File: config.mk
export PLATFORM = sky130hd
export DESIGN_NAME = led_key_panel_serial_host
export DESIGN_NICKNAME = d
export VERILOG_FILES = /design/src/rtl/lkp_pkg.sv /design/src/rtl/lkp_front.sv /design/src/rtl/lkp_queue.sv /design/src/rtl/lkp_back.sv /design/src/rtl/led_key_panel_serial_host.sv
export SDC_FILE = /design/constraint.sdc
export NUM_CORES = 1
export LEC_CHECK = 0
export ABC_CLOCK_PERIOD_IN_PS = 5550
export BUFFER_PORTS_ARGS = -buffer_cell sky130_fd_sc_hd__buf_2
export CAP_MARGIN = 20
export CORE_MARGIN = 4
export CORE_UTILIZATION = 60
export DETAILED_ROUTE_END_ITERATION = 12
export GPL_TIMING_DRIVEN = 0
export PLACE_DENSITY_LB_ADDON = 0.05
export SLEW_MARGIN = 20
export SYNTH_ARGS = -nofsm -noshare
export SYNTH_HDL_FRONTEND = slang
export SYNTH_SLANG_ARGS = --single-unit
File: constraint.sdc
create_clock -name i_clk -period 5.55 [get_ports i_clk]
set_clock_uncertainty 0.15 [all_clocks]
set_input_delay 1.11 -clock i_clk [delete_from_list [all_inputs] [get_ports i_clk]]
set_output_delay 1.11 -clock i_clk [all_outputs]
set_load 0.02 [all_outputs]
File: src/rtl/lkp_pkg.sv
package lkp_pkg;

    // Command codes as seen on the request channel
    typedef enum logic [2:0] {
        CMD_TICK    = 3'd0,
        CMD_SET     = 3'd1,
        CMD_REFRESH = 3'd2,
        CMD_SCAN    = 3'd3,
        CMD_CONTROL = 3'd4
    } t_cmd;

    // Configuration register indexes
    localparam logic REG_DISPLAY_ENABLE = 1'b0;
    localparam logic REG_BRIGHTNESS     = 1'b1;

    localparam int LAST_DIGIT = 15;
    localparam int LAST_GLYPH = 15;

    // Panel command bytes
    localparam logic [7:0] BYTE_DATA_AUTO = 8'h40;
    localparam logic [7:0] BYTE_ADDR_ZERO = 8'hC0;
    localparam logic [7:0] BYTE_CTRL      = 8'h80;
    localparam logic [7:0] BYTE_READ_KEYS = 8'h42;
    localparam logic [7:0] CTRL_ON_BIT    = 8'h08;

    localparam int QUEUE_DEPTH = 4;
    localparam int QUEUE_AW    = $clog2(QUEUE_DEPTH);

    // Classified request passed from front to back
    typedef struct packed {
        t_cmd       kind;
        logic [3:0] pos;
        logic [7:0] seg;
        logic       din;
    } t_item;

    function automatic logic [7:0] glyph(input logic [3:0] v);
        logic [7:0] g;
        unique case (v)
            4'h0: g = 8'h3F;
            4'h1: g = 8'h06;
            4'h2: g = 8'h5B;
            4'h3: g = 8'h4F;
            4'h4: g = 8'h66;
            4'h5: g = 8'h6D;
            4'h6: g = 8'h7D;
            4'h7: g = 8'h07;
            4'h8: g = 8'h7F;
            4'h9: g = 8'h6F;
            4'hA: g = 8'h77;
            4'hB: g = 8'h7C;
            4'hC: g = 8'h39;
            4'hD: g = 8'h5E;
            4'hE: g = 8'h79;
            default: g = 8'h71;
        endcase
        return g;
    endfunction

endpackage

File: src/rtl/lkp_front.sv
module lkp_front (
    input  logic [2:0]         i_command,
    input  logic [3:0]         i_digit_position,
    input  logic signed [7:0]  i_digit_value,
    input  logic               i_data_pin_in,
    output lkp_pkg::t_item     o_item
);

    logic in_range;

    // glyph index must be non-negative and not above the last glyph
    assign in_range = !i_digit_value[7]
                      && (i_digit_value[6:0] <= 7'(lkp_pkg::LAST_GLYPH));

    always_comb begin
        unique case (i_command)
            3'(lkp_pkg::CMD_SET):     o_item.kind = lkp_pkg::CMD_SET;
            3'(lkp_pkg::CMD_REFRESH): o_item.kind = lkp_pkg::CMD_REFRESH;
            3'(lkp_pkg::CMD_SCAN):    o_item.kind = lkp_pkg::CMD_SCAN;
            3'(lkp_pkg::CMD_CONTROL): o_item.kind = lkp_pkg::CMD_CONTROL;
            default:                  o_item.kind = lkp_pkg::CMD_TICK;
        endcase
        o_item.pos = i_digit_position;
        o_item.seg = in_range ? lkp_pkg::glyph(i_digit_value[3:0]) : 8'h00;
        o_item.din = i_data_pin_in;
    end

endmodule

File: src/rtl/lkp_queue.sv
module lkp_queue (
    input  logic           i_clk,
    input  logic           i_rst_n,
    input  logic           i_push,
    input  lkp_pkg::t_item i_item,
    output logic           o_space,
    input  logic           i_pop,
    output lkp_pkg::t_item o_item,
    output logic           o_avail
);

    lkp_pkg::t_item r_mem [lkp_pkg::QUEUE_DEPTH];
    logic [lkp_pkg::QUEUE_AW-1:0] r_wr_ptr;
    logic [lkp_pkg::QUEUE_AW-1:0] r_rd_ptr;
    logic [lkp_pkg::QUEUE_AW:0]   r_count;
    logic do_push;
    logic do_pop;

    assign o_space = r_count != (lkp_pkg::QUEUE_AW+1)'(lkp_pkg::QUEUE_DEPTH);
    assign o_avail = r_count != '0;
    assign o_item  = r_mem[r_rd_ptr];
    assign do_push = i_push && o_space;
    assign do_pop  = i_pop && o_avail;

    always_ff @(posedge i_clk) begin
        if (do_push) begin
            r_mem[r_wr_ptr] <= i_item;
        end
    end

    always_ff @(posedge i_clk) begin
        if (!i_rst_n) begin
            r_wr_ptr <= '0;
            r_rd_ptr <= '0;
            r_count  <= '0;
        end else begin
            if (do_push) begin
                r_wr_ptr <= r_wr_ptr + 1'b1;
            end
            if (do_pop) begin
                r_rd_ptr <= r_rd_ptr + 1'b1;
            end
            if (do_push && !do_pop) begin
                r_count <= r_count + 1'b1;
            end else if (do_pop && !do_push) begin
                r_count <= r_count - 1'b1;
            end
        end
    end

endmodule

File: src/rtl/lkp_back.sv
module lkp_back (
    input  logic           i_clk,
    input  logic           i_rst_n,
    input  logic           i_cfg_valid,
    input  logic           i_cfg_index,
    input  logic [2:0]     i_cfg_data,
    input  lkp_pkg::t_item i_item,
    input  logic           i_avail,
    output logic           o_pop,
    output logic           o_valid,
    input  logic           i_ready,
    output logic           o_strobe_pin,
    output logic           o_clock_pin,
    output logic           o_data_pin_out,
    output logic           o_data_pin_drive,
    output logic           o_busy_res,
    output logic [31:0]    o_key_bits,
    output logic           o_key_bits_valid
);

    typedef enum logic [2:0] {
        PH_IDLE, PH_FRAME, PH_WR_LO, PH_WR_HI, PH_RD_LO, PH_RD_HI, PH_GAP
    } t_phase;

    typedef enum logic [1:0] {
        OP_NONE, OP_REFRESH, OP_SCAN, OP_CONTROL
    } t_op;

    t_phase       r_phase, n_phase;
    t_op          r_op, n_op;
    logic [31:0]  r_shift, n_shift;
    logic [4:0]   r_bit, n_bit;
    logic [4:0]   r_byte, n_byte;
    logic [31:0]  r_key, n_key;
    logic [15:0]  r_store [8];
    logic [15:0]  n_store [8];
    logic         r_enable;
    logic [2:0]   r_bright;

    logic         r_out_valid;
    logic         r_stb, r_clk, r_dout, r_drive, r_busy, r_kvalid;
    logic         n_stb, n_clk, n_dout, n_drive, n_kvalid;

    logic         fire;
    logic [4:0]   byte_nx;
    logic [3:0]   sidx;
    logic [15:0]  srow;

    assign fire  = i_avail && (!r_out_valid || i_ready);
    assign o_pop = fire;

    assign byte_nx = r_byte + 5'd1;
    assign sidx    = 4'(byte_nx - 5'd2);
    assign srow    = r_store[sidx[3:1]];

    always_comb begin
        n_phase  = r_phase;
        n_op     = r_op;
        n_shift  = r_shift;
        n_bit    = r_bit;
        n_byte   = r_byte;
        n_key    = r_key;
        n_store  = r_store;
        n_kvalid = 1'b0;

        unique case (r_phase)
            PH_IDLE: begin
                unique case (i_item.kind)
                    lkp_pkg::CMD_SET: begin
                        if (32'(i_item.pos) <= lkp_pkg::LAST_DIGIT) begin
                            for (int r = 0; r < 8; r++) begin
                                n_store[r][i_item.pos] = i_item.seg[r];
                            end
                        end
                    end
                    lkp_pkg::CMD_REFRESH: begin
                        n_op    = OP_REFRESH;
                        n_shift = 32'(lkp_pkg::BYTE_DATA_AUTO);
                        n_bit   = '0;
                        n_byte  = '0;
                        n_phase = PH_FRAME;
                    end
                    lkp_pkg::CMD_SCAN: begin
                        n_op    = OP_SCAN;
                        n_shift = 32'(lkp_pkg::BYTE_READ_KEYS);
                        n_bit   = '0;
                        n_byte  = '0;
                        n_phase = PH_FRAME;
                    end
                    lkp_pkg::CMD_CONTROL: begin
                        n_op    = OP_CONTROL;
                        n_shift = 32'(lkp_pkg::BYTE_CTRL
                                      | (r_enable ? lkp_pkg::CTRL_ON_BIT : 8'h00)
                                      | {5'd0, r_bright});
                        n_bit   = '0;
                        n_byte  = '0;
                        n_phase = PH_FRAME;
                    end
                    default: ;
                endcase
            end
            PH_FRAME: n_phase = PH_WR_LO;
            PH_WR_LO: n_phase = PH_WR_HI;
            PH_WR_HI: begin
                if (r_bit < 5'd7) begin
                    n_bit   = r_bit + 5'd1;
                    n_phase = PH_WR_LO;
                end else begin
                    n_bit  = '0;
                    n_byte = byte_nx;
                    unique case (r_op)
                        OP_REFRESH: begin
                            if (byte_nx == 5'd1) begin
                                n_phase = PH_GAP;
                            end else if (byte_nx >= 5'd18) begin
                                n_phase = PH_IDLE;
                            end else begin
                                // odd store byte is the upper half of a row
                                n_shift = 32'(sidx[0] ? srow[15:8] : srow[7:0]);
                                n_phase = PH_WR_LO;
                            end
                        end
                        OP_SCAN: begin
                            n_shift = '0;
                            n_phase = PH_RD_LO;
                        end
                        default: n_phase = PH_IDLE;
                    endcase
                end
            end
            PH_RD_LO: begin
                n_shift = r_shift | (32'(i_item.din) << r_bit);
                n_phase = PH_RD_HI;
            end
            PH_RD_HI: begin
                if (r_bit < 5'd31) begin
                    n_bit   = r_bit + 5'd1;
                    n_phase = PH_RD_LO;
                end else begin
                    n_bit    = '0;
                    n_key    = r_shift;
                    n_kvalid = 1'b1;
                    n_phase  = PH_IDLE;
                end
            end
            PH_GAP: begin
                n_shift = 32'(lkp_pkg::BYTE_ADDR_ZERO);
                n_bit   = '0;
                n_phase = PH_FRAME;
            end
            default: n_phase = PH_IDLE;
        endcase

        // pin levels follow the phase just entered
        n_stb   = 1'b1;
        n_clk   = 1'b1;
        n_dout  = 1'b1;
        n_drive = 1'b1;
        unique case (n_phase)
            PH_FRAME: n_stb = 1'b0;
            PH_WR_LO: begin
                n_stb  = 1'b0;
                n_clk  = 1'b0;
                n_dout = n_shift[n_bit[2:0]];
            end
            PH_WR_HI: begin
                n_stb  = 1'b0;
                n_dout = n_shift[n_bit[2:0]];
            end
            PH_RD_LO: begin
                n_stb   = 1'b0;
                n_clk   = 1'b0;
                n_drive = 1'b0;
            end
            PH_RD_HI: begin
                n_stb   = 1'b0;
                n_drive = 1'b0;
            end
            default: ;
        endcase
    end

    always_ff @(posedge i_clk) begin
        if (!i_rst_n) begin
            r_phase     <= PH_IDLE;
            r_op        <= OP_NONE;
            r_shift     <= '0;
            r_bit       <= '0;
            r_byte      <= '0;
            r_key       <= '0;
            r_store     <= '{default: '0};
            r_enable    <= 1'b1;
            r_bright    <= 3'd7;
            r_out_valid <= 1'b0;
        end else begin
            if (i_cfg_valid) begin
                if (i_cfg_index == lkp_pkg::REG_DISPLAY_ENABLE) begin
                    r_enable <= i_cfg_data[0];
                end else begin
                    r_bright <= i_cfg_data;
                end
            end
            if (fire) begin
                r_phase     <= n_phase;
                r_op        <= n_op;
                r_shift     <= n_shift;
                r_bit       <= n_bit;
                r_byte      <= n_byte;
                r_key       <= n_key;
                r_store     <= n_store;
                r_out_valid <= 1'b1;
            end else if (i_ready) begin
                r_out_valid <= 1'b0;
            end
        end
    end

    always_ff @(posedge i_clk) begin
        if (fire) begin
            r_stb    <= n_stb;
            r_clk    <= n_clk;
            r_dout   <= n_dout;
            r_drive  <= n_drive;
            r_busy   <= n_phase != PH_IDLE;
            r_kvalid <= n_kvalid;
        end
    end

    assign o_valid          = r_out_valid;
    assign o_strobe_pin     = r_stb;
    assign o_clock_pin      = r_clk;
    assign o_data_pin_out   = r_dout;
    assign o_data_pin_drive = r_drive;
    assign o_busy_res       = r_busy;
    assign o_key_bits       = r_key;
    assign o_key_bits_valid = r_kvalid;

endmodule

File: src/rtl/led_key_panel_serial_host.sv
// Host for a three-wire LED and key panel (strobe, clock, shared data pin).
// Every request is one half-bit tick of the serial link and may carry a
// command: set digit, refresh display, scan keys or apply display control.
// Each request yields exactly one response with the pin levels after that
// tick, busy, and the last completed 32-bit key scan.
// Request channel: i_valid/o_ready. Response channel: o_valid/i_ready.
// Config channel: i_cfg_valid/o_cfg_ready with i_cfg_index (0 display
// enable, 1 brightness) and i_cfg_data; always ready, write only while idle.
// A four-entry queue sits between the command decode and the link
// sequencer. The sequencer takes one request per cycle while the response
// register is free or being read, so throughput is one request per clock
// unless i_ready stalls it; a request passes the queue, then the response register.
// When i_ready is low the response register holds, the sequencer stops and
// the queue fills; o_ready drops once four requests are waiting.
// Synchronous reset: display store blank, link idle, key bits zero,
// display enabled at brightness 7, no response pending.
module led_key_panel_serial_host (
    input  logic              i_clk,
    input  logic              i_rst_n,
    input  logic              i_valid,
    output logic              o_ready,
    input  logic [2:0]        i_command,
    input  logic [3:0]        i_digit_position,
    input  logic signed [7:0] i_digit_value,
    input  logic              i_data_pin_in,
    output logic              o_valid,
    input  logic              i_ready,
    output logic              o_strobe_pin,
    output logic              o_clock_pin,
    output logic              o_data_pin_out,
    output logic              o_data_pin_drive,
    output logic              o_busy_res,
    output logic [31:0]       o_key_bits,
    output logic              o_key_bits_valid,
    input  logic              i_cfg_valid,
    output logic              o_cfg_ready,
    input  logic              i_cfg_index,
    input  logic [2:0]        i_cfg_data
);

    lkp_pkg::t_item front_item;
    lkp_pkg::t_item queue_item;
    logic           queue_space;
    logic           queue_avail;
    logic           back_pop;

    assign o_ready     = queue_space;
    assign o_cfg_ready = 1'b1;

    lkp_front u_front (
        .i_command        (i_command),
        .i_digit_position (i_digit_position),
        .i_digit_value    (i_digit_value),
        .i_data_pin_in    (i_data_pin_in),
        .o_item           (front_item)
    );

    lkp_queue u_queue (
        .i_clk   (i_clk),
        .i_rst_n (i_rst_n),
        .i_push  (i_valid),
        .i_item  (front_item),
        .o_space (queue_space),
        .i_pop   (back_pop),
        .o_item  (queue_item),
        .o_avail (queue_avail)
    );

    lkp_back u_back (
        .i_clk            (i_clk),
        .i_rst_n          (i_rst_n),
        .i_cfg_valid      (i_cfg_valid),
        .i_cfg_index      (i_cfg_index),
        .i_cfg_data       (i_cfg_data),
        .i_item           (queue_item),
        .i_avail          (queue_avail),
        .o_pop            (back_pop),
        .o_valid          (o_valid),
        .i_ready          (i_ready),
        .o_strobe_pin     (o_strobe_pin),
        .o_clock_pin      (o_clock_pin),
        .o_data_pin_out   (o_data_pin_out),
        .o_data_pin_drive (o_data_pin_drive),
        .o_busy_res       (o_busy_res),
        .o_key_bits       (o_key_bits),
        .o_key_bits_valid (o_key_bits_valid)
    );

endmodule

# ---- Word level (Yosys, flattened, before mapping)
# Memories as Yosys holds them, arrays and structs flattened. A register that Yosys moved wholly into a read port is not among the register bits.
# Cells that the tools add are included.
dict set report classes {
  n_mux 52
  reduce_logical 34
  order_cmp 8
  n_shift 1
  n_eq_ne 29
  n_bitwise 5
  addsub 7
}
# cell count
set ops {}
lappend ops {{16-bit bitwise mux} 8}
lappend ops {{32-bit one-hot mux with 4 select lines} 1}
lappend ops {{32-bit 2-to-1 mux} 3}
lappend ops {{32-bit one-hot mux with 3 select lines} 1}
lappend ops {{32-bit one-hot mux with 2 select lines} 1}
lappend ops {{16-bit binary-select mux with 3-bit select} 1}
lappend ops {{16-bit 2-to-1 mux} 2}
lappend ops {{32-bit by 3-bit OR with 32-bit output} 1}
lappend ops {{32-bit OR} 1}
lappend ops {{1-bit by 5-bit left shift with 32-bit output} 1}
lappend ops {{5-bit 2-to-1 mux} 5}
lappend ops {{3-bit by 2-bit == test with 1-bit output, second input constant} 8}
lappend ops {{3-bit == test, second input constant} 7}
lappend ops {{3-bit one-hot mux with 7 select lines} 1}
lappend ops {{5-bit one-hot mux with 4 select lines} 1}
lappend ops {{3-bit 2-to-1 mux} 6}
lappend ops {{8-bit 2-to-1 mux} 2}
lappend ops {{3-bit by 1-bit == test with 1-bit output, second input constant} 4}
lappend ops {{3-bit one-hot mux with 4 select lines} 1}
lappend ops {{3-bit AND reduction} 4}
lappend ops {{5-bit by 1-bit adder with 5-bit output, second input constant} 2}
lappend ops {{1-bit 2-to-1 mux} 10}
lappend ops {{5-bit one-hot mux with 2 select lines} 1}
lappend ops {{3-bit != test, second input constant} 3}
lappend ops {{39 further kinds} 61}
dict set report totals {
  word_cells 166
  register_bits 225
  ram_bits 64
  romBits 112
  output_inout_bits 41
  memories 2
  in_bits 25
}
# name words word_bits rd rd_ports_with_merged_regs write_ports line
set memory_table {}
lappend memory_table {{(name not given)} 16 7 1 0 0 lkp_pkg.sv:39} ;# unique case (v)
lappend memory_table {u_queue.r_mem 4 16 1 1 1 lkp_queue.sv:12} ;# lkp_pkg::t_item r_mem [lkp_pkg::QUEUE_DEPTH];

# ---- Depth between registers and ports, before layout
# Gate-level depths: netlist (run 1).
dict set report logic_depth {
  word_depth 14
  mapped_depth 18
}

# ---- Hierarchy
# From an unflattened synthesis (run 1), not the netlist that was laid out.
dict set report hier_totals {
  hier_cells 1252
  hier_area_um2 13220.2
}
# module cells_per_inst instances seq_area_each_um2 area_per_inst_um2
set by_module_without_submodules {}
lappend by_module_without_submodules {lkp_back 1068 1 4424.2 9960.8}
lappend by_module_without_submodules {lkp_queue 132 1 2102.0 2841.5}
lappend by_module_without_submodules {lkp_front 50 1 0.0 406.6}
lappend by_module_without_submodules {led_key_panel_serial_host 2 1 0.0 11.3}

# ---- Least setup slack after synthesis (run 1)
# No wires, ideal clock.
dict set report synth_path {
  path_kind {flip-flop to flip-flop}
  start {register u_back.r_byte[0]}
  end {register u_back.r_dout, in the netlist u_back.o_data_pin_out (data pin)}
  synth_period_minus_slack_ns 4.463
  n_path_buf 5
  path_stages_with_launch 18
  arrival_time_ns 4.041
  required_ns 5.127
  slack_ns 1.087
  cell_sequence {dfxtp_1 inv_1 ha_1 buf_2 buf_2 buf_2 inv_1 ha_1 clkbuf_1 buf_2 mux4_2 mux2i_1 o22ai_1 nor3_1 o21ai_1 o21a_1 a2111oi_0 a311oi_1}
}
dict set report synth_via {
  elab_chain_cells 14
  elab_cells_between_ends 24
}
# element line
set synth_rtl {}
lappend synth_rtl {{from (decl)} lkp_back.sv:33} ;# logic [4:0] r_byte, n_byte;
lappend synth_rtl {{from (signal assigned)} lkp_back.sv:208} ;# r_byte <= n_byte;
lappend synth_rtl {{5-bit by 1-bit adder with 5-bit output *} lkp_back.sv:52} ;# assign byte_nx = r_byte + 5'd1;
lappend synth_rtl {{4-bit by 2-bit subtractor with 4-bit output} lkp_back.sv:53} ;# assign sidx = 4'(byte_nx - 5'd2);
lappend synth_rtl {{3-bit inverter with 4-bit output (not written as such)} lkp_back.sv:54} ;# assign srow = r_store[sidx[3:1]];
lappend synth_rtl {{16-bit binary-select mux with 3-bit select} lkp_back.sv:54}
lappend synth_rtl {{16-bit 2-to-1 mux (not written as such) (2 in series)} lkp_back.sv:54}
lappend synth_rtl {{8-bit 2-to-1 mux} lkp_back.sv:119} ;# n_shift = 32'(sidx[0] ? srow[15:8] : srow[7:0]);
lappend synth_rtl {{32-bit 2-to-1 mux} lkp_back.sv:115} ;# end else if (byte_nx >= 5'd18) begin
lappend synth_rtl {{32-bit 2-to-1 mux} lkp_back.sv:113} ;# if (byte_nx == 5'd1) begin
lappend synth_rtl {{32-bit one-hot mux with 2 select lines} lkp_back.sv:111} ;# unique case (r_op)
lappend synth_rtl {{32-bit 2-to-1 mux} lkp_back.sv:105} ;# if (r_bit < 5'd7) begin
lappend synth_rtl {{32-bit one-hot mux with 4 select lines} lkp_back.sv:66} ;# unique case (r_phase)
lappend synth_rtl {{1-bit binary-select mux with 3-bit select} {lkp_back.sv:164, lkp_back.sv:168}}
lappend synth_rtl {{1-bit 2-to-1 mux (not written as such)} {lkp_back.sv:164, lkp_back.sv:168}}
lappend synth_rtl {{to (signal assigned)} lkp_back.sv:222} ;# r_dout <= n_dout;
lappend synth_rtl {{to (decl)} lkp_back.sv:41} ;# logic r_stb, r_clk, r_dout, r_drive, r_busy, r_kvalid;
# Every way passes the cells marked *; elsewhere a longest branch is shown, timed or not. The select of a mux whose other input is x is not followed.
# A chain may end at the register's enable or synchronous reset.

# ---- Worst setup path in the final report (run 1)
# Ends and elaborated chain as after synthesis.

==> results.sh, run 1 <==
export IMPL_crit_path_end_kind="flop"
export IMPL_cp_max_fo=10
export IMPL_drv_slew=0
export IMPL_die_area_um2=24200
export IMPL_syn_area_um2=13100
export IMPL_antenna_found_initial=0
export IMPL_status="completed"
export IMPL_synth_top_cell_by_area="dfxtp_1"
export IMPL_tightestPinTransition_ns=1.02
export IMPL_dp_hpwl_um=22500
export IMPL_clk_path_buf_depth=3
export IMPL_fin_crit_ns=5.18
export IMPL_peakVddDrop_v=0.000240
export IMPL_finalCritPeriodShare_pct=93.3
export IMPL_yosysUniqueCellTypes=78
export IMPL_gr_usage_met2_pct=42.1
export IMPL_start_util_pct=61.6
export IMPL_synth_common_cells="dfxtp_1 (221), nand2_1 (135), nor2b_1 (132)"
export IMPL_fmax_ghz=0.193
export IMPL_core_um2=21200
export IMPL_setup_viol=0
export IMPL_ys_seq_elements=287
export IMPL_placed_cells=1549
export IMPL_grt_pass1_vias=8970
export IMPL_die_y_um=156
export IMPL_cts_sinks=287
export IMPL_async_reset_ff_share_pct=0
export IMPL_fin_nets=1349
export IMPL_hold_viol=0
export IMPL_whs_ns=0.280
export IMPL_arrival_ns=5.31
export IMPL_overflow=0
export IMPL_setup_tns_ns=0
export IMPL_synthFlopType="dfxtp_1"
export IMPL_grt_use_met3_pct=3.74
export IMPL_drv_cap=0
export IMPL_grt_use_met1_pct=37.6
export IMPL_drive_above_1_share_pct=15.0
export IMPL_final_util_pct=69.5
export IMPL_drt_iter0_markers=706
export IMPL_clk_latency_ns=0.55
export IMPL_synth_xor_area_share_pct=0.986
export IMPL_grt_pass1_wl_um=50400
export IMPL_p_leak_nw=5.50
export IMPL_synth_simple_area_share_pct=18.3
export IMPL_wirelength_um=31600
export IMPL_root_buffer="clkbuf_16"
export IMPL_worstPathRequired_ns=5.68
export IMPL_holdBufCountCts=0
export IMPL_wl_per_cell_um=19.7
export IMPL_synthesis_nets=1256
export IMPL_muxShareOfSynthArea_pct=18.4
export IMPL_cts_clk_slew_worst_paths_ns=0.06
export IMPL_n_fill_cell=1651
export IMPL_ys_warnings_count=0
export IMPL_areaGrowthSynthToFinish_pct=12.7
export IMPL_grt_max_degree=16
export IMPL_antenna_left=0
export IMPL_yosysMostFrequentCell="dfxtp_1"
export IMPL_htree_levels=1
export IMPL_yosysSeqAreaShare_pct=49.0
export IMPL_vias=9245
export IMPL_fin_ws_ns=0.372
export IMPL_routed_via_density=5.76
export IMPL_cts_tree="yes"
export IMPL_synth_top_area_share_pct=33.8
export IMPL_diodes=0
export IMPL_drt_pass1_iter_count=5
export IMPL_grt_usage_pct=26.3
export IMPL_grt_setup_unrepaired="false"
export IMPL_yosys_area_share_adder_pct=1.88
export IMPL_pre_cts_slack_ns=-0.189
export IMPL_synth_top_family_by_area="multiplexers"
export IMPL_synthTopCellsByArea="dfxtp_1 (34%), edfxtp_1 (15%), mux2i_1 (9.6%)"
export IMPL_crit_path_start_kind="flop"
export IMPL_powerDensity_nw_per_um2=407
export IMPL_synthCells=1212
export IMPL_hold_path_class="reg2reg"
export IMPL_port_buffers=62
export IMPL_synth_edf_count=66
export IMPL_timing_slew_headroom_pct=31.3
export IMPL_gp_congestion=0.972
export IMPL_numCtsBuffers=30
export IMPL_syn_area_per_cell_um2=10.8
export IMPL_synth_compound_area_share_pct=8.40
export IMPL_busiest_layer="met2"
export IMPL_critPathKind="reg2reg"
export IMPL_pin_count=66
export IMPL_finalNonFillerCells=1604
export IMPL_die_width_um=156
export IMPL_drc=0
export IMPL_rows=53
==> worst max-delay path: stages, from the launching register on <==
cell,delay [ns]
dfxtp_1,0.47
inv_1,0.19
ha_1,0.32
buf_2,0.26
buf_4,0.32
clkbuf_4,0.33
inv_1,0.07
ha_1,0.43
clkbuf_4,0.34
buf_4,0.29
mux4_2,0.38
mux2i_1,0.27
mux2_2,0.23
o31ai_1,0.09
a211oi_1,0.22
nor3_1,0.07
a2111oi_0,0.38
a311oi_1,0.09
==> cells by family after synthesis <==
group,Yosys count
simple gates,461
flops,287
mux,179
compound gates,158
buf+inv,94
fa+ha+maj,19
xor+xnor,13
other cells,1
==> cell type report <==
| cell class | count | area [µm²] | share of cell area, % |
|---|---|---|---|
| multi-input combinational | 831 | 6270 | 42.6 |
| tap | 275 | 344 | 2.33 |
| buffer | 70 | 317 | 2.15 |
| inverter | 23 | 86.3 | 0.586 |
| clock buffer | 41 | 865 | 5.87 |
| sequential | 287 | 6410 | 43.5 |
| timing repair buffer | 62 | 310 | 2.11 |
| clock inverter | 15 | 136 | 0.925 |
==> flip-flops by register name (all words and copies together) (netlist names), 2 cells and up, named ones only <==
signal / cells
u_back.r_store: 128
u_back.r_op: 2
u_queue.r_mem: 60
u_back.r_bright: 3
u_back.o_key_bits: 32
u_queue.r_count: 3
u_back.r_shift: 32
u_back.r_byte: 5
u_back.r_bit: 5
u_queue.r_wr_ptr: 2
u_back.r_phase: 3
u_queue.r_rd_ptr: 2
==> per-layer routing <==
layer | vias to the layer above | routed length (µm)
met5 | - | 0
met4 | 0 | 913
met3 | 55 | 1680
met2 | 264 | 14500
met1 | 4449 | 14500
li1 | 4477 | -
==> path summary, 6_finish.rpt <==
kind	start	endpoint	slack, ns	depth (start not counted)
worst min register to register	u_back.r_store[12]$_SDFFE_PN0P_	u_back.r_store[12]$_SDFFE_PN0P_	0.28	2
worst max-delay path	u_back.r_byte[0]$_SDFFE_PN0P_	u_back.o_data_pin_out$_SDFFCE_PN1P_	0.37	17
worst max register to register	u_back.r_byte[0]$_SDFFE_PN0P_	u_back.o_data_pin_out$_SDFFCE_PN1P_	0.37	17
worst min-delay path	u_back.r_store[12]$_SDFFE_PN0P_	u_back.r_store[12]$_SDFFE_PN0P_	0.28	2
==> layout by cell type, fill, tap and decap left out, types with 4 or more instances in the layout <==
master / Yosys / layout
clkbuf_1: 52 / 57
inv_1: 22 / 22
mux2i_1: 126 / 126
clkbuf_16: 0 / 32
a21oi_1: 36 / 36
and3_1: 17 / 17
nor3_1: 15 / 15
nand2_1: 135 / 135
or3_1: 4 / 4
mux4_2: 49 / 49
buf_4: 3 / 6
a22oi_1: 7 / 7
nand2b_1: 12 / 12
o31ai_1: 7 / 7
dfxtp_1: 221 / 221
a31oi_1: 5 / 5
nor2_1: 73 / 73
a211oi_1: 7 / 7
a21o_1: 4 / 4
nor3b_1: 10 / 10
nor2_2: 6 / 6
clkinv_1: 1 / 7
edfxtp_1: 66 / 66
ha_1: 18 / 18
and2_1: 14 / 14
mux2_2: 4 / 4
nor2b_1: 132 / 132
buf_2: 12 / 69
xnor2_1: 8 / 8
nand3_1: 18 / 18
or2_2: 4 / 4
o21ai_0: 17 / 17
nor4_1: 6 / 6
a21boi_0: 38 / 38
==> stage by stage <==
step | power, mW | area [µm²]
4_1_cts | 6.01 | 14700
2_1_floorplan | 3.54 | 13100
3_5_place_dp | 4.02 | 13700
5_1_grt | 6.27 | 14700
6_report | 6.00 | 14700
3_3_place_gp | 4.00 | 13700
==> report_power, final <==
part | internal (mW) | total [mW] | switching (mW)
clock network | 1.18 | 1.99 | 0.811
logic | 0.535 | 1.61 | 1.08
registers | 2.30 | 2.39 | 0.0932
total | 4.01 | 6.00 | 1.98
==> what timing repair did <==
action                     CTS  global route
buffers inserted             0             0
pin swaps                    0             0
setup endpoints to repair    1             1
resized for setup            2             4
Note: power is estimated with default switching activity, not from simulation.
==> inputs of run 2 (changes only) <==
--- a/config.mk
+++ b/config.mk
@@ -8,6 +8,7 @@
 export ABC_CLOCK_PERIOD_IN_PS = 5550
 export BUFFER_PORTS_ARGS = -buffer_cell sky130_fd_sc_hd__buf_2
 export CAP_MARGIN = 20
+export CORE_ASPECT_RATIO = 0.5
 export CORE_MARGIN = 4
 export CORE_UTILIZATION = 60
 export DETAILED_ROUTE_END_ITERATION = 12
==> run 2 against run 1 <==
Compared with the run above: die area grew 0.59%; non-clock buffer count is the same; worst setup slack gained 0.028 ns; core utilization shrank 0.21 points; global-route usage grew 0.92 points; combinational power grew 3%; largest power group unchanged; count of clock-buffer cells in the layout shrank 3.
==> results.sh, run 2 (synthesis gave the netlist of run 1 again) <==
export IMPL_arrival_ns=5.26
export IMPL_antenna_left=0
export IMPL_numCtsBuffers=24
export IMPL_finalNonFillerCells=1608
export IMPL_hold_viol=0
export IMPL_fin_nets=1343
export IMPL_gp_congestion=0.959
export IMPL_p_leak_nw=5.40
export IMPL_wl_met3_um=2310
export IMPL_crit_path_end_kind="flop"
export IMPL_grt_setup_unrepaired="false"
export IMPL_cts_sinks=287
export IMPL_port_buffers=62
export IMPL_slowest_delay_ns=0.48
export IMPL_final_area_um2=14500
export IMPL_diodes=0
export IMPL_largest_register_ffs=128
export IMPL_die_y_um=112
export IMPL_die_width_um=217
export IMPL_cts_clk_slew_worst_paths_ns=0.07
export IMPL_drt_met1_wl_um=15200
export IMPL_hold_path_class="reg2reg"
export IMPL_grt_pass1_wl_um=52200
export IMPL_peakVddDrop_v=0.000306
export IMPL_placed_cells=1566
export IMPL_tightestPinTransition_ns=0.995
export IMPL_crit_path_start_kind="flop"
export IMPL_die_area_um2=24400
export IMPL_antenna_found_initial=0
export IMPL_total_power_mw=5.71
export IMPL_drv_slew=0
export IMPL_wirelength_um=32900
export IMPL_clk_path_buf_depth=3
export IMPL_reg2reg_depth=17
export IMPL_wl_met2_um=14500
export IMPL_cts_setup_buffers=0
export IMPL_clk_latency_ns=0.54
export IMPL_critPathKind="reg2reg"
export IMPL_overflow=0
export IMPL_grt_max_degree=18
export IMPL_cp_cell_sequence="inv_1 -> ha_1 -> buf_2 -> buf_6 -> clkbuf_4 -> inv_1 -> ha_1 -> buf_4 -> buf_4 -> mux4_2 -> mux2i_1 -> mux2_2 -> o31ai_1 -> a211oi_1 -> nor3_1 -> a2111oi_0 -> a311oi_1"
export IMPL_pin_count=66
export IMPL_final_common_cell="dfxtp_1"
export IMPL_top_register="u_back.r_store"
export IMPL_place_area_um2=13800
export IMPL_timing_slew_headroom_pct=33.0
export IMPL_drt_pass1_iter_count=8
export IMPL_routed_via_density=5.86
export IMPL_vias=9419
export IMPL_finalCritPeriodShare_pct=92.8
export IMPL_status="completed"
export IMPL_core_um2=21000
export IMPL_min_path_cells=2
export IMPL_drv_cap=0
export IMPL_worstPathRequired_ns=5.66
export IMPL_fin_crit_ns=5.15
export IMPL_crit_path_top_delay_cell="dfxtp_1"
export IMPL_powerDensity_nw_per_um2=394
export IMPL_areaGrowthSynthToFinish_pct=11.1
export IMPL_cp_max_fo=10
export IMPL_reg_top3="u_back.r_store (128), u_queue.r_mem (60)"
export IMPL_drt_iter0_markers=777
export IMPL_htree_levels=1
export IMPL_rows=37
export IMPL_drc=0
export IMPL_n_fill_cell=1651
export IMPL_setup_viol=0
export IMPL_fmax_ghz=0.194
export IMPL_mostFrequentLayoutCells="dfxtp_1 (221), nand2_1 (135), nor2b_1 (132), mux2i_1 (126), nor2_1 (73)"
export IMPL_dp_hpwl_um=23600
export IMPL_grt_pass1_vias=9216
export IMPL_wl_per_cell_um=20.5
export IMPL_root_buffer="clkbuf_16"
export IMPL_start_util_pct=62.3
export IMPL_drive_above_1_share_pct=14.4
export IMPL_top_layer_used="met4"
export IMPL_cts_tree="yes"
export IMPL_grt_usage_pct=27.2
[run 2: cell count changes in the layout (fill, tap and decap cells not counted), sizes merged]
cell	previous run	this run
clkbuf	94	91
clkinv	8	4
clkinvlp	6	1
bufinv	2	1
[run 2: layout make-up]
cell class,instances,area (µm²),area share (%)
well taps,292,365,2.52
plain buffers,70,320,2.21
repair buffers,62,310,2.14
clock buffers,38,694,4.78
multi-input cells,831,6270,43.2
flip-flops and latches,287,6410,44.1
clock inverters,5,63.8,0.439
inverters,23,86.3,0.595
[run 2: timing repair]
| item | in CTS | in global routing |
|---|---|---|
| hold buffers | 0 | 0 |
| gates resized for setup | 3 | 3 |
| pin swaps | 0 | 0 |
| setup endpoints to repair | 1 | 1 |
[run 2: power by group]
group          internal, mW  switching [mW]
registers              2.30          0.0920
clock network         0.909           0.759
logic                 0.537            1.12
total                  3.74            1.97
[run 2: per-layer routing]
metal  GRT usage (%)  up-vias
li1                -     4452
met2            42.6      321
met4            7.67        0
met5               0        -
met1            39.3     4583
met3            4.87       63
[run 2: final timing paths]
kind                                    from                                   to  slack, ns
max            u_back.r_byte[0]$_SDFFE_PN0P_  u_back.o_data_pin_out$_SDFFCE_PN1P_       0.40
min          u_back.r_store[15]$_SDFFE_PN0P_      u_back.r_store[15]$_SDFFE_PN0P_       0.28
max reg2reg    u_back.r_byte[0]$_SDFFE_PN0P_  u_back.o_data_pin_out$_SDFFCE_PN1P_       0.40
min reg2reg  u_back.r_store[15]$_SDFFE_PN0P_      u_back.r_store[15]$_SDFFE_PN0P_       0.28
[run 2: worst max-delay path, delay by kind of cell (launching register included)]
kind,cells,cell delay (ns)
flip-flops,1,0.48
multiplexers,3,0.95
AND/OR/NAND/NOR,1,0.09
buffers and inverters,7,1.68
adder cells (fa/ha/maj),2,0.74
AO/OA/AOI/OAI,4,0.76
[run 2: stage by stage]
stage               hold slack, ns  util, %  setup WS (ns)  TNS (ns)
global route                 0.299     69.2         0.0539         0
global placement             0.263     65.6         -0.356    -0.356
detailed placement           0.270     65.6         -0.276    -0.276
finish                       0.280     69.2          0.400         0
floorplan                    0.257        -           1.09         0
CTS                          0.282     69.2         0.0160         0
